`config.mk`:
```
export PLATFORM = sky130hd
export DESIGN_NAME = pid_clamped_terms_core_flat
export DESIGN_NICKNAME = d
export VERILOG_FILES = /design/src/rtl/core/pct_pkg.sv /design/src/rtl/core/pct_ifs.sv /design/src/rtl/core/pid_clamped_terms_core.sv /design/src/rtl/core/pct_cfg_regs.sv /design/src/rtl/core/pct_front.sv /design/src/rtl/core/pct_terms.sv /design/src/flat_wrapper.sv
export VERILOG_INCLUDE_DIRS = /design/src /design/src/rtl/core
export SDC_FILE = /design/constraint.sdc
export NUM_CORES = 2
export LEC_CHECK = 0
export ABC_AREA = 1
export BUFFER_PORTS_ARGS = -buffer_cell sky130_fd_sc_hd__buf_4
export CORE_MARGIN = 2
export CORE_UTILIZATION = 50
export DETAILED_ROUTE_END_ITERATION = 10
export PLACE_DENSITY = 0.66
export SYNTH_ARGS = -nofsm -noshare
export SYNTH_HDL_FRONTEND = slang
export SYNTH_HIERARCHICAL = 1
export SYNTH_SLANG_ARGS = --single-unit
```
`constraint.sdc`:
```
create_clock -name clk -period 10.85 [get_ports clk]
set_input_delay 1.085 -clock clk [delete_from_list [all_inputs] [get_ports clk]]
set_output_delay 1.085 -clock clk [all_outputs]
set_load 0.01 [all_outputs]
```
`src/rtl/core/pid_clamped_terms_core_macros.svh`:
```
// assertion macros for the pid core
`ifndef PID_CLAMPED_TERMS_CORE_MACROS_SVH
`define PID_CLAMPED_TERMS_CORE_MACROS_SVH

`ifndef SYNTH
`define PCT_ASSERT(label, prop) \
  label: assert property (@(posedge clk) disable iff (rst) prop) \
    else $error("pid core check failed");
`define PCT_ASSERT_NEVER(label, expr) \
  `PCT_ASSERT(label, !(expr))
`else
`define PCT_ASSERT(label, prop)
`define PCT_ASSERT_NEVER(label, expr)
`endif

`endif

```
`src/rtl/core/pct_pkg.sv`:
```
package pct_pkg;

  localparam int GAIN_W     = 16;
  localparam int LIM_W      = 23;
  localparam int ISUM_LIM_W = 24;
  localparam int ISUM_W     = 25;
  localparam int TERM_W     = 24;
  localparam int DRIVE_W    = 24;
  localparam int CFG_DATA_W = 24;
  localparam int CFG_IDX_W  = 3;
  localparam int CLAMP_W    = 64;

  typedef enum logic [CFG_IDX_W-1:0] {
    REG_P_GAIN     = 3'd0,
    REG_I_GAIN     = 3'd1,
    REG_D_GAIN     = 3'd2,
    REG_P_LIMIT    = 3'd3,
    REG_I_LIMIT    = 3'd4,
    REG_D_LIMIT    = 3'd5,
    REG_OUT_LIMIT  = 3'd6,
    REG_ISUM_LIMIT = 3'd7
  } pct_reg_e;

  typedef struct packed {
    logic signed [GAIN_W-1:0] kp;
    logic signed [GAIN_W-1:0] ki;
    logic signed [GAIN_W-1:0] kd;
    logic [LIM_W-1:0]         p_lim;
    logic [LIM_W-1:0]         i_lim;
    logic [LIM_W-1:0]         d_lim;
    logic [LIM_W-1:0]         out_lim;
    logic [ISUM_LIM_W-1:0]    isum_lim;
  } pct_cfg_t;

  typedef struct packed {
    logic load_in;
    logic load_front;
    logic load_prod;
    logic load_term;
    logic load_out;
  } pct_ctl_t;

  // symmetric saturation, result always fits ISUM_W bits
  function automatic logic signed [ISUM_W-1:0] clamp_sym(
    input logic signed [CLAMP_W-1:0] v,
    input logic [ISUM_LIM_W-1:0]     lim
  );
    logic signed [CLAMP_W-1:0] hi;
    logic signed [CLAMP_W-1:0] lo;
    hi = $signed({{(CLAMP_W-ISUM_LIM_W){1'b0}}, lim});
    lo = -hi;
    if (v > hi) begin
      return hi[ISUM_W-1:0];
    end else if (v < lo) begin
      return lo[ISUM_W-1:0];
    end
    return v[ISUM_W-1:0];
  endfunction

endpackage

```
`src/rtl/core/pct_ifs.sv`:
```
interface pct_sample_if #(
  parameter int SAMPLE_WIDTH = 16
);
  logic                           valid;
  logic                           ready;
  logic signed [SAMPLE_WIDTH-1:0] target;
  logic signed [SAMPLE_WIDTH-1:0] feedback;
  logic                           limit_enable;
  logic [22:0]                    limit_value;

  modport source (output valid, output target, output feedback, output limit_enable,
                  output limit_value, input ready);
  modport sink (input valid, input target, input feedback, input limit_enable,
                input limit_value, output ready);
endinterface

interface pct_drive_if;
  logic               valid;
  logic               ready;
  logic signed [23:0] drive;

  modport source (output valid, output drive, input ready);
  modport sink (input valid, input drive, output ready);
endinterface

```
`src/rtl/core/pid_clamped_terms_core.sv`:
```
// Positional PID step with clamped terms and anti-windup. Each sample
// transaction gives error = target - feedback; the integral sum is clamped to
// +/- integral_sum_limit, the P, I and D terms use signed Q8.8 gains, are
// shifted down by GAIN_FRAC_BITS and clamped to their own limits, and their
// sum clamped to the active output limit is the drive. A transaction with
// limit_enable set makes limit_value the output limit for itself and all
// later ones until reset or the next such transaction. One transaction is
// accepted per cycle while the output is not stalled; each passes through the
// five register stages (input, error and integral update, multipliers, term
// clamps, drive), the first of which loads at the accepting edge. Only reset
// clears the integral sum and the previous error.
`include "pid_clamped_terms_core_macros.svh"

module pid_clamped_terms_core #(
  parameter int SAMPLE_WIDTH = 16,
  parameter int GAIN_FRAC_BITS = 8
) (
  input  logic                            clk,
  input  logic                            rst,
  pct_sample_if.sink                      sample,
  pct_drive_if.source                     result,
  input  logic                            cfg_wr_en,
  input  logic [pct_pkg::CFG_IDX_W-1:0]   cfg_index,
  input  logic [pct_pkg::CFG_DATA_W-1:0]  cfg_wr_data
);
  import pct_pkg::*;

  pct_cfg_t cfg;
  pct_ctl_t ctl;

  logic v1, v2, v3, v4, v5;
  logic ready1, ready2, ready3, ready4, ready5;

  logic signed [SAMPLE_WIDTH:0]   err;
  logic signed [SAMPLE_WIDTH+1:0] derr;
  logic signed [ISUM_W-1:0]       isum;
  logic [LIM_W-1:0]               lim;

  logic signed [TERM_W-1:0]       p_term;
  logic signed [TERM_W-1:0]       i_term;
  logic signed [TERM_W-1:0]       d_term;
  logic [LIM_W-1:0]               term_lim;

  logic signed [TERM_W+1:0]       sum;
  logic signed [ISUM_W-1:0]       sum_clamp;
  logic signed [DRIVE_W-1:0]      drive_q;

  // each stage takes a new transaction when empty or when it moves on
  always_comb begin
    ready5 = !v5 || result.ready;
    ready4 = !v4 || ready5;
    ready3 = !v3 || ready4;
    ready2 = !v2 || ready3;
    ready1 = !v1 || ready2;
    ctl.load_in    = sample.valid && ready1;
    ctl.load_front = v1 && ready2;
    ctl.load_prod  = v2 && ready3;
    ctl.load_term  = v3 && ready4;
    ctl.load_out   = v4 && ready5;
  end

  assign sample.ready = ready1;

  always_ff @(posedge clk) begin
    if (rst) begin
      v1 <= 1'b0;
      v2 <= 1'b0;
      v3 <= 1'b0;
      v4 <= 1'b0;
      v5 <= 1'b0;
    end else begin
      if (ready1) begin
        v1 <= sample.valid;
      end
      if (ready2) begin
        v2 <= v1;
      end
      if (ready3) begin
        v3 <= v2;
      end
      if (ready4) begin
        v4 <= v3;
      end
      if (ready5) begin
        v5 <= v4;
      end
    end
  end

  pct_cfg_regs u_cfg (
    .clk         (clk),
    .rst         (rst),
    .cfg_wr_en   (cfg_wr_en),
    .cfg_index   (cfg_index),
    .cfg_wr_data (cfg_wr_data),
    .cfg         (cfg)
  );

  pct_front #(
    .SAMPLE_WIDTH (SAMPLE_WIDTH)
  ) u_front (
    .clk          (clk),
    .rst          (rst),
    .ctl          (ctl),
    .cfg          (cfg),
    .target       (sample.target),
    .feedback     (sample.feedback),
    .limit_enable (sample.limit_enable),
    .limit_value  (sample.limit_value),
    .err          (err),
    .derr         (derr),
    .isum         (isum),
    .lim          (lim)
  );

  pct_terms #(
    .SAMPLE_WIDTH   (SAMPLE_WIDTH),
    .GAIN_FRAC_BITS (GAIN_FRAC_BITS)
  ) u_terms (
    .clk      (clk),
    .ctl      (ctl),
    .cfg      (cfg),
    .err      (err),
    .derr     (derr),
    .isum     (isum),
    .lim      (lim),
    .p_term   (p_term),
    .i_term   (i_term),
    .d_term   (d_term),
    .term_lim (term_lim)
  );

  always_comb begin
    sum       = (TERM_W+2)'(p_term) + (TERM_W+2)'(i_term) + (TERM_W+2)'(d_term);
    sum_clamp = clamp_sym(CLAMP_W'(sum), {1'b0, term_lim});
  end

  always_ff @(posedge clk) begin
    if (ctl.load_out) begin
      drive_q <= sum_clamp[DRIVE_W-1:0];
    end
  end

  assign result.valid = v5;
  assign result.drive = drive_q;

  // a waiting result is never overwritten
  `PCT_ASSERT_NEVER(a_no_overwrite, v5 && !result.ready && ctl.load_out)
  // input stalls only when every stage holds a transaction
  `PCT_ASSERT(a_stall_full, !sample.ready |-> (v1 && v2 && v3 && v4 && v5))
  // the clamp never yields the most negative code
  `PCT_ASSERT(a_drive_sym, result.valid |-> (result.drive != {1'b1, {(DRIVE_W-1){1'b0}}}))

endmodule

```
`src/rtl/core/pct_cfg_regs.sv`:
```
module pct_cfg_regs (
  input  logic                              clk,
  input  logic                              rst,
  input  logic                              cfg_wr_en,
  input  logic [pct_pkg::CFG_IDX_W-1:0]     cfg_index,
  input  logic [pct_pkg::CFG_DATA_W-1:0]    cfg_wr_data,
  output pct_pkg::pct_cfg_t                 cfg
);
  import pct_pkg::*;

  always_ff @(posedge clk) begin
    if (rst) begin
      cfg <= '0;
    end else if (cfg_wr_en) begin
      unique case (pct_reg_e'(cfg_index))
        REG_P_GAIN:     cfg.kp       <= $signed(cfg_wr_data[GAIN_W-1:0]);
        REG_I_GAIN:     cfg.ki       <= $signed(cfg_wr_data[GAIN_W-1:0]);
        REG_D_GAIN:     cfg.kd       <= $signed(cfg_wr_data[GAIN_W-1:0]);
        REG_P_LIMIT:    cfg.p_lim    <= cfg_wr_data[LIM_W-1:0];
        REG_I_LIMIT:    cfg.i_lim    <= cfg_wr_data[LIM_W-1:0];
        REG_D_LIMIT:    cfg.d_lim    <= cfg_wr_data[LIM_W-1:0];
        REG_OUT_LIMIT:  cfg.out_lim  <= cfg_wr_data[LIM_W-1:0];
        REG_ISUM_LIMIT: cfg.isum_lim <= cfg_wr_data[ISUM_LIM_W-1:0];
        default: ;
      endcase
    end
  end

endmodule

```
`src/rtl/core/pct_front.sv`:
```
module pct_front #(
  parameter int SAMPLE_WIDTH = 16
) (
  input  logic                             clk,
  input  logic                             rst,
  input  pct_pkg::pct_ctl_t                ctl,
  input  pct_pkg::pct_cfg_t                cfg,
  input  logic signed [SAMPLE_WIDTH-1:0]   target,
  input  logic signed [SAMPLE_WIDTH-1:0]   feedback,
  input  logic                             limit_enable,
  input  logic [pct_pkg::LIM_W-1:0]        limit_value,
  output logic signed [SAMPLE_WIDTH:0]     err,
  output logic signed [SAMPLE_WIDTH+1:0]   derr,
  output logic signed [pct_pkg::ISUM_W-1:0] isum,
  output logic [pct_pkg::LIM_W-1:0]        lim
);
  import pct_pkg::*;

  localparam int ERR_W = SAMPLE_WIDTH + 1;
  localparam int DERR_W = SAMPLE_WIDTH + 2;
  localparam int RAW_W = ((ISUM_W > ERR_W) ? ISUM_W : ERR_W) + 1;

  logic signed [SAMPLE_WIDTH-1:0] target_q;
  logic signed [SAMPLE_WIDTH-1:0] feedback_q;
  logic                           limit_enable_q;
  logic [LIM_W-1:0]               limit_value_q;

  logic [LIM_W-1:0]               held_limit;
  logic                           limit_held;

  logic signed [ERR_W-1:0]        err_next;
  logic signed [DERR_W-1:0]       derr_next;
  logic signed [RAW_W-1:0]        isum_raw;
  logic signed [ISUM_W-1:0]       isum_next;
  logic [LIM_W-1:0]               lim_next;

  always_ff @(posedge clk) begin
    if (ctl.load_in) begin
      target_q       <= target;
      feedback_q     <= feedback;
      limit_enable_q <= limit_enable;
      limit_value_q  <= limit_value;
    end
  end

  always_comb begin
    err_next  = ERR_W'(target_q) - ERR_W'(feedback_q);
    // err holds the previous error until the next transaction enters
    derr_next = DERR_W'(err_next) - DERR_W'(err);
    isum_raw  = RAW_W'(isum) + RAW_W'(err_next);
    isum_next = clamp_sym(CLAMP_W'(isum_raw), cfg.isum_lim);
    priority if (limit_enable_q) begin
      lim_next = limit_value_q;
    end else if (limit_held) begin
      lim_next = held_limit;
    end else begin
      lim_next = cfg.out_lim;
    end
  end

  always_ff @(posedge clk) begin
    if (rst) begin
      err        <= '0;
      isum       <= '0;
      held_limit <= '0;
      limit_held <= 1'b0;
    end else if (ctl.load_front) begin
      err  <= err_next;
      isum <= isum_next;
      if (limit_enable_q) begin
        held_limit <= limit_value_q;
        limit_held <= 1'b1;
      end
    end
  end

  always_ff @(posedge clk) begin
    if (ctl.load_front) begin
      derr <= derr_next;
      lim  <= lim_next;
    end
  end

endmodule

```
`src/rtl/core/pct_terms.sv`:
```
module pct_terms #(
  parameter int SAMPLE_WIDTH = 16,
  parameter int GAIN_FRAC_BITS = 8
) (
  input  logic                              clk,
  input  pct_pkg::pct_ctl_t                 ctl,
  input  pct_pkg::pct_cfg_t                 cfg,
  input  logic signed [SAMPLE_WIDTH:0]      err,
  input  logic signed [SAMPLE_WIDTH+1:0]    derr,
  input  logic signed [pct_pkg::ISUM_W-1:0] isum,
  input  logic [pct_pkg::LIM_W-1:0]         lim,
  output logic signed [pct_pkg::TERM_W-1:0] p_term,
  output logic signed [pct_pkg::TERM_W-1:0] i_term,
  output logic signed [pct_pkg::TERM_W-1:0] d_term,
  output logic [pct_pkg::LIM_W-1:0]         term_lim
);
  import pct_pkg::*;

  localparam int PP_W = SAMPLE_WIDTH + 1 + GAIN_W;
  localparam int PI_W = ISUM_W + GAIN_W;
  localparam int PD_W = SAMPLE_WIDTH + 2 + GAIN_W;

  logic signed [PP_W-1:0]   prod_p;
  logic signed [PI_W-1:0]   prod_i;
  logic signed [PD_W-1:0]   prod_d;
  logic [LIM_W-1:0]         prod_lim;

  logic signed [ISUM_W-1:0] p_clamp;
  logic signed [ISUM_W-1:0] i_clamp;
  logic signed [ISUM_W-1:0] d_clamp;

  always_ff @(posedge clk) begin
    if (ctl.load_prod) begin
      prod_p   <= PP_W'(err) * PP_W'(cfg.kp);
      prod_i   <= PI_W'(isum) * PI_W'(cfg.ki);
      prod_d   <= PD_W'(derr) * PD_W'(cfg.kd);
      prod_lim <= lim;
    end
  end

  // arithmetic shift drops the gain fraction, rounding toward minus infinity
  always_comb begin
    p_clamp = clamp_sym(CLAMP_W'(prod_p >>> GAIN_FRAC_BITS), {1'b0, cfg.p_lim});
    i_clamp = clamp_sym(CLAMP_W'(prod_i >>> GAIN_FRAC_BITS), {1'b0, cfg.i_lim});
    d_clamp = clamp_sym(CLAMP_W'(prod_d >>> GAIN_FRAC_BITS), {1'b0, cfg.d_lim});
  end

  always_ff @(posedge clk) begin
    if (ctl.load_term) begin
      p_term   <= p_clamp[TERM_W-1:0];
      i_term   <= i_clamp[TERM_W-1:0];
      d_term   <= d_clamp[TERM_W-1:0];
      term_lim <= prod_lim;
    end
  end

endmodule
```
`src/flat_wrapper.sv`:
```
// flat-port wrapper written by rule: the top's interface ports become plain ports
module pid_clamped_terms_core_flat import pct_pkg::*;
#(
  parameter int SAMPLE_WIDTH = 16,
  parameter int GAIN_FRAC_BITS = 8
)
  (clk, rst, cfg_wr_en, cfg_index, cfg_wr_data, sample_valid, sample_target, sample_feedback, sample_limit_enable, sample_limit_value, sample_ready, result_valid, result_drive, result_ready);
  pct_sample_if #(.SAMPLE_WIDTH(SAMPLE_WIDTH)) sample_i ();
  pct_drive_if result_i ();
  input  logic clk;
  input  logic rst;
  input  logic cfg_wr_en;
  input  logic [pct_pkg::CFG_IDX_W-1:0] cfg_index;
  input  logic [pct_pkg::CFG_DATA_W-1:0] cfg_wr_data;
  input wire logic [$bits(sample_i.valid)-1:0] sample_valid;
  input wire logic [$bits(sample_i.target)-1:0] sample_target;
  input wire logic [$bits(sample_i.feedback)-1:0] sample_feedback;
  input wire logic [$bits(sample_i.limit_enable)-1:0] sample_limit_enable;
  input wire logic [$bits(sample_i.limit_value)-1:0] sample_limit_value;
  output wire logic [$bits(sample_i.ready)-1:0] sample_ready;
  output wire logic [$bits(result_i.valid)-1:0] result_valid;
  output wire logic [$bits(result_i.drive)-1:0] result_drive;
  input wire logic [$bits(result_i.ready)-1:0] result_ready;
  assign sample_i.valid = sample_valid;
  assign sample_i.target = sample_target;
  assign sample_i.feedback = sample_feedback;
  assign sample_i.limit_enable = sample_limit_enable;
  assign sample_i.limit_value = sample_limit_value;
  assign sample_ready = sample_i.ready;
  assign result_valid = result_i.valid;
  assign result_drive = result_i.drive;
  assign result_i.ready = result_ready;
  pid_clamped_terms_core #(.SAMPLE_WIDTH(SAMPLE_WIDTH), .GAIN_FRAC_BITS(GAIN_FRAC_BITS)) u_core (.clk(clk), .rst(rst), .sample(sample_i), .result(result_i), .cfg_wr_en(cfg_wr_en), .cfg_index(cfg_index), .cfg_wr_data(cfg_wr_data));
endmodule
```
==> flow_metrics.py <==
metrics = {
    "critical_path": {
        "reg2reg_to": "u_core/u_front/isum[14]",
        "r2r-start": "u_core/u_front/target_q[0]",
        "slowest_stage": "nand3_4",
        "critical_path.max_fanout": 25,
        "reg2reg_setup_slack_ps": 3430,
        "setup.worst_path.end_class": "flip-flop",
        "cpMostUsedCell": "nand2_1",
        "crit_required_ps": 11370,
        "crit_path_start_kind": "flip-flop",
        "crit_start": "u_core/u_front/target_q[0]",
        "slowest_delay_ps": 810,
        "r2r_cells": 44,
        "crit_type": "flip-flop to flip-flop",
        "cp.arrival_ps": 7940,
    },
    "cells_and_area": {
        "nets": 11600,
        "syn_to_final_growth_pct": 5.88,
        "stdcell_area_sq_mm": 0.0815,
        "drive_above_1_share_pct": 6.03,
    },
    "min_path": {
        "hp-class": "flip-flop to flip-flop",
        "whs_path_depth": 0,
        "worstHoldStart": "u_core/u_terms/prod_lim[11]",
        "whs_endpoint": "u_core/u_terms/term_lim[11]",
    },
    "global_routing": {
        "grt_pass1_wl_mm": 364,
        "grt_usage_pct": 29.6,
        "gr-total-overflow": 0,
        "grt_antenna_before_repair": 11,
        "first_global_vias": 65300,
        "grt_max_degree": 96,
    },
    "logic_synthesis": {
        "ys_ff_latch": 558,
        "synth_area_leaders": "fa_1 (25%), edfxtp_1 (13%), nand2_1 (12%)",
        "synthFlopType": "edfxtp_1",
        "synth_area_sq_mm": 0.0770,
        "synthArstFlopShare_pct": 0,
        "yosysTopAreaCellShare_pct": 25.5,
        "syn-num-nets": 11700,
        "synth.avg_cell_area_sq_um": 7.73,
        "synth_cells": 9962,
        "yosysMostFrequentCell": "nand2_1",
        "synth_cell_types": 67,
        "ys_warn_count": 6,
        "synthTopCellsByCount": "nand2_1 (2408), inv_1 (2154), fa_1 (979)",
        "synth_top_cell_by_area": "fa_1",
        "seq_area_frac_synth_pct": 18.7,
        "synth_edf_count": 323,
    },
    "timing": {
        "tns_ps": 0,
        "fin_crit_sh_pct": 68.4,
        "setup_viol_count_final": 0,
        "fmax_ghz": 0.135,
        "skew_ps": 42.9,
        "slew_viol_final": 0,
        "tightest_slew_ps": 1160,
        "timing.final.crit_period_ps": 7420,
        "hold_viol": 0,
        "slew_headroom_pct": 22.3,
        "rsz0062_at_grt": "false",
    },
    "detailed_routing": {
        "wl_per_cell_um": 19.4,
        "wl_mm": 231,
        "avgViaCountPerCell": 5.39,
        "route.detailed.drc": 0,
        "drtPass1Iterations": 8,
        "postRouteAntennaNets": 0,
        "drt-initial-drc-count": 5073,
        "vias": 64300,
    },
    "pwr": {
        "ir_drop_mv": 0.139,
        "p_per_area_mw_per_mm2": 118,
        "power.total_mw": 9.63,
        "power.leakage_nw": 43.4,
    },
    "flow_run": {
        "cap_violations": 0,
    },
    "cts": {
        "cts.sinks": 558,
        "htreeDepth": 3,
        "cts_resized": 0,
        "cts_tree": "built",
        "cts_buffers": 68,
        "clock_path_buffers": 3,
        "clock_latency_ps": 680,
        "path_clk_slew_ps": 60,
        "cts.root.buffer_cell": "clkbuf_16",
        "postCtsSetupBuffers": 0,
        "cts_hold_buf": 0,
    },
    "placement": {
        "place_hpwl_mm": 183,
        "gp_congestion": 0.954,
        "port_buffers": 113,
        "place_area_sq_mm": 0.0792,
    },
    "floorplan": {
        "start_util_pct": 50.5,
        "rows": 143,
        "die_w_um": 396,
        "die_area_sq_mm": 0.157,
        "core-area_sq_mm": 0.152,
        "die_y_um": 396,
        "num_io_pins": 114,
    },
    "run_status": {
        "status": "finished, final reports clean",
    },
}
==> per-layer routing <==
layer	track usage (%)	part of all wire, %	vias up
li1	-	-	30200
met1	38.8	42	31300
met2	49.6	47	2295
met3	4.27	6.9	474
met4	11.5	4.1	18
met5	0	0.051	-
==> logic make-up (layout without fill, tap and decap cells) <==
group                      count (synthesis)  after routing  synth area share (%)
and+or+nand+nor                         4110           4110                  23.1
buffers and inverters                   2576           2507                  13.0
adders and majority gates               1661           1661                  36.6
AOI/OAI and AO/OA                        827            827                  6.02
DFF                                      558            558                  18.7
xor gates and xnor gates                 230            230                  2.62
other                                      0              2                     0
==> layout by cell type, fill, tap and decap left out, types with 18 or more instances in the layout <==
master     instances
edfxtp_1         323
xnor2_1           54
nor3_1            65
a21o_1            32
a31oi_1           24
nand3_1          355
nor4_1            19
inv_1           2151
ha_1             682
clkbuf_16         69
inv_2             34
o21a_1            26
dfxtp_1          235
o21ai_1           29
nor2_2            25
nor2_1           824
buf_4            189
a21oi_1          423
nor2_4            19
or2_2             18
a21oi_2           26
nand2_1         2408
o21bai_1          24
o21ai_0          190
nand3_2           69
nand4_1          202
fa_1             979
nand2_2           39
xor2_1           176
nand2_4           28
==> critical path: cells and delay by family (launching register included) <==
kind	cells	cell delay [ps]
xor+xnor	2	380
compound gates	10	1480
flops	1	370
fa+ha+maj	4	1200
buf+inv	6	500
simple gates	22	3300
==> stage by stage <==
step	setup slack [ps]	util, %	hold slack, ps	instances
floorplan	4830	-	400	9962
global placement	3630	52.0	401	11800
detailed placement	3550	52.0	405	11800
CTS	3510	53.5	415	11900
global route	2500	53.5	425	11900
finish	3430	53.5	416	11900
==> registers in the layout (all words and copies together), names as in the netlist, 18 cells and up <==
name,flops
u_core/result.drive,24
u_core/u_cfg/cfg,164
u_core/u_front/derr,18
u_core/u_front/held_limit,23
u_core/u_front/isum,25
u_core/u_front/lim,23
u_core/u_front/limit_value_q,23
u_core/u_terms/d_term,24
u_core/u_terms/i_term,24
u_core/u_terms/p_term,24
u_core/u_terms/prod_d,26
u_core/u_terms/prod_i,33
u_core/u_terms/prod_lim,23
u_core/u_terms/prod_p,25
u_core/u_terms/term_lim,23
==> report_power, final <==
group	internal [mW]	switching, mW
clock network	1.35	0.996
registers	2.44	0.305
logic	1.48	3.06
==> how the worst max path moves through the flow <==
stage | to | cells past startpoint | slack, ps
6_report | u_core/u_front/isum[14] | 44 | 3430
2_1_floorplan | u_core/u_terms/prod_i[38] | 22 | 4830
4_1_cts | u_core/u_front/isum[8] | 44 | 3510
3_5_place_dp | u_core/u_front/isum[15] | 44 | 3550
3_3_place_gp | u_core/u_front/isum[14] | 44 | 3630
5_1_grt | u_core/u_front/isum[8] | 44 | 2500
==> layout make-up <==
type                            count  area [sq um]
Antenna cell                        2          5.00
Clock inverter                     35           403
Clock buffer                       90          1890
Multi-Input combinational cell   6828         52600
Sequential cell                   558         14400
Timing Repair Buffer              189          1420
Tap cell                         2030          2540
Inverter                         2193          8240
Fill cell                       14700         70900
Power figures use the tool's default switching activity.
